===== config.mk =====
export PLATFORM = sky130hd
export DESIGN_NAME = bba_ram
export DESIGN_NICKNAME = d
export VERILOG_FILES = /design/src/sv/bba_ram.sv
export SDC_FILE = /design/constraint.sdc
export NUM_CORES = 1
export LEC_CHECK = 0
export ABC_CLOCK_PERIOD_IN_PS = 3500
export BUFFER_PORTS_ARGS = -buffer_cell sky130_fd_sc_hd__buf_2
export CAP_MARGIN = 5
export CORE_MARGIN = 2
export CORE_UTILIZATION = 40
export CTS_CLUSTER_DIAMETER = 120
export CTS_CLUSTER_SIZE = 14
export DETAILED_ROUTE_END_ITERATION = 7
export HOLD_SLACK_MARGIN = 0.02
export PLACE_DENSITY_LB_ADDON = 0.15
export SLEW_MARGIN = 20
export SYNTH_ARGS = -nofsm -noshare
export SYNTH_HDL_FRONTEND = slang
export SYNTH_SLANG_ARGS = --single-unit

===== constraint.sdc =====
create_clock -name clk -period 3.5 [get_ports clk]
set_input_delay 0.7 -clock clk [delete_from_list [all_inputs] [get_ports clk]]
set_output_delay 0.7 -clock clk [all_outputs]
set_load 0.01 [all_outputs]

===== src/sv/bba_ram.sv =====
// Generic simple dual-port RAM with one write port and a registered read port.
module bba_ram #(
    parameter int WIDTH = 8,
    parameter int DEPTH = 32
) (
    input  logic                     clk,
    input  logic                     wr_en,
    input  logic [$clog2(DEPTH)-1:0] wr_addr,
    input  logic [WIDTH-1:0]         wr_data,
    input  logic                     rd_en,
    input  logic [$clog2(DEPTH)-1:0] rd_addr,
    output logic [WIDTH-1:0]         rd_data
);

    logic [WIDTH-1:0] mem [DEPTH];
    logic [WIDTH-1:0] rd_data_reg;

    // Write port and registered read; read data holds while rd_en is low
    always_ff @(posedge clk)
    begin
        if (wr_en)
        begin
            mem[wr_addr] <= wr_data;
        end
        if (rd_en)
        begin
            rd_data_reg <= mem[rd_addr];
        end
    end

    assign rd_data = rd_data_reg;

endmodule


### Word level (Yosys, flattened, before mapping)

Memory sizes are Yosys's and may differ from the RTL's. A register that Yosys moved wholly into a read port is not among the register bits.
Index checks and enable logic that the tools add are counted.

| storage, ports and cells | value |
|---|---|
| flip-flop bits (word level) | 0 |
| RAM bits | 256 |
| output and inout bits | 8 |
| word-level logic and storage cells | 3 |
| memories | 1 |

Memory list:

| name | depth | width | rd ports | clocked after memory_dff | write ports | RTL line | source |
|---|---|---|---|---|---|---|---|
| mem | 32 | 8 | 1 | 1 | 1 | 15 | `logic [WIDTH-1:0] mem [DEPTH];` |

| cells by class | value |
|---|---|
| muxes and demuxes | 2 |

Operators by type and width:

| cell | number |
|---|---|
| 1-bit two-way mux | 2 |

### Longest topological paths before layout

| logic depth | value |
|---|---|
| depth in word-level cells | 2 |
| depth in mapped cells | 5 |
| depth with buffers taken out | 3 |

### Least setup slack after synthesis

Ideal clock, no wire load.

| timing | value |
|---|---|
| path kind | input-to-reg |
| from | input port rd_addr[2] |
| to | register rd_data_reg[0] (netlist: rd_data[0]), read port of mem (data pin) |
| setup time | 0.260 ns |
| arrival time | 2.382 ns |
| data required time | 3.240 ns |
| path slack | 0.858 ns |
| stages on the path | 5 |
| path buffers | 2 |
| cells stage by stage | clkbuf_1 -> clkbuf_1 -> mux4_2 -> mux4_2 -> mux2_2 |

RTL lines:

| item | RTL line | source |
|---|---|---|
| start: declaration | 11 | `input logic [$clog2(DEPTH)-1:0] rd_addr,` |
| end: declaration | 16 | `logic [WIDTH-1:0] rd_data_reg;` |

==> results.md <==
* Routed WL at 21.3 mm
* First-pass GRT wire length at 31.8 mm
* Setup TNS at 0 ns
* Crit path top cell by count: mux4_2
* Peak Freq at 0.432 GHz
* I/O Buffers at 28
* Via-to-Cell Ratio at 5.51
* Min Tclk post-route at 2.32 ns
* Relative slew slack at 0.367
* CP bufs+invs at 2
* Final antenna-violating net count at 0
* Grt total ovfl at 0
* Seq/Total Area, Yosys at 0.782
* Min-delay src: rd_en
* Crit-path max cell delay at 0.59 ns
* CTS root buf: clkbuf_16
* CTS buffer count at 22
* Largest net degree at the start of global routing at 65
* Htree depth at 1
* Max Slew Vio Count at 0
* Clk buf depth at 3
* Antenna violations before repair at 0
* DIE AREA at 26,600 um^2
* Die X-Extent at 163 um
* Vias at 4,354
* Starting density of the core at 0.405
* Post-route cell area at 11,300 um^2
* Power density cells at 535 nW/um^2
* Kind of critical path: in2reg
* Pre-CTS WS at 0.658 ns
* Final Core Density at 0.451
* Slowest-stage cell, CP: mux4_2
* Crit path DAT at 2.56 ns
* Hold Fails Final Rpt at 0
* Post CTS Setup Buffer Count at 0
* DP HPWL at 13.2 mm
* Post-Layout Cell Count at 790
* R2R cell count at 3
* Pleak at 3.45 nW
* Largest register FFs at 256
* Rows at 58
* Worst-path maximum fanout at 33
* DIE HEIGHT at 163 um
* Worst setup margin at 1.18 ns
* Maximum vdd drop at 0.000219 V
* Cell family with most CP delay: multiplexers
* Final period util at 0.662
* First-pass iteration count of the detailed router at 6
* Synth cell types at 14
* ANT cells at 0
* Final setup violation count at 0
* Crit path depth at 5
* CTS Hold Bufs at 0
* Skew final at 0.0110 ns
* Placed cell area at 10,700 um^2
* Iter 0 DRT Violations at 412
* Floorplan core area at 25,000 um^2
* GRT Total Usage at 0.168
* Synth warn at 0
* Worst-skew pair later-pin latency at 0.50 ns
* Crit-path cells: buf_4 > buf_12 > mux4_2 > mux4_2 > mux2_2
* Wirelength per Cell at 27.0 um
* Avg Synthesized Cell Area at 24.3 um^2
* Nets@finish at 481
* CTS tree: done
* Vias in the first global route at 4,576
* Worst setup EP type: flip-flop
* Worst Setup SP: rd_addr[0]
* CTS clk-pin slew, worst paths at 0.06 ns
* Status: complete, no violations
* Hold Crit Class: in2reg
* Residual DRC at 0
* Area grow syn2layout at 11.3%
* CP Launch Type: primary input
* RSZ-0062 raised after global routing: false
* Max cap viols at 0
* Area of the mapped netlist at 10,100 um^2
* I/O Pins at 29
* Mapped Cells at 417
* Num Clock Sinks at 264
* Share of layout cells above drive strength 1 at 0.333
* Actual slew at the worst max-slew pin at 0.946 ns
* Hold path cells at 1
* Resize count post-CTS at 0
* FF+latch count, synth at 264
* Required @ worst endpoint at 3.75 ns
* Worst r2r src: mem[24][4]$_DFFE_PP_
* Placed instance count at 766
* Gpl congestion at 0.729
* Syn Nets at 438
## stage by stage
step	power [mW]	hold slack, ns
after floorplan	3.80	0.799
after global placement	3.95	0.956
after detailed placement	3.95	0.972
after CTS	6.10	0.582
after global routing	6.24	0.582
final	6.04	0.598
## path summary, 6_finish.rpt
check | to | slack, ns
max | rd_data[4]$_DFFE_PP_ | 1.18
min | rd_data[4]$_DFFE_PP_ | 0.60
max reg2reg | rd_data[4]$_DFFE_PP_ | 1.54
min reg2reg | rd_data[3]$_DFFE_PP_ | 0.98
## report_power, final
group	total [mW]	leakage [nW]	internal, mW	switching (mW)
clock	2.16	0.285	1.15	1.01
sequential	3.54	2.38	3.53	0.0152
combinational	0.332	0.776	0.142	0.190
## metal layers
metal	routed length, um	vias to the layer above	part of all wire	track usage
met5	0	-	0	0
met4	238	0	0.011	0.0326
met3	1500	21	0.071	0.0277
met2	9670	136	0.45	0.250
met1	9880	2347	0.46	0.264
li1	-	1850	-	-
## cell families after synthesis
family                 synth area share
and+or+nand+nor                  0.0205
DFF                               0.782
buffers and inverters            0.0105
muxes                             0.187
## placed cells by master, fill, tap and decap left out, drive strengths merged, types with 2 or more instances in the layout
cell / Yosys / layout
edfxtp: 264 / 264
mux2: 8 / 8
nor2: 33 / 33
or3b: 3 / 3
mux4: 80 / 80
buf: 14 / 39
nand3b: 5 / 5
clkbuf: 6 / 23
nand3: 2 / 2
## final cells by class
class	count	area [um^2]
clock buffer	23	576
clock inverter	1	3.75
fill	2104	13800
multi-input combinational	133	2100
sequential	264	7930
tap	330	413
timing repair buffer	39	263
## synthesized netlist by cell type (all sizes together)
cell | instances | area (um^2)
edfxtp | 264 | 7930
nand3 | 2 | 10.0
mux4 | 80 | 1800
buf | 14 | 83.8
nand2 | 1 | 3.75
nand3b | 5 | 37.5
nor2 | 33 | 124
mux2 | 8 | 90.1
or3 | 1 | 6.26
clkbuf | 6 | 22.5
or3b | 3 | 26.3
No activity file was read; power rests on OpenSTA's default activity.
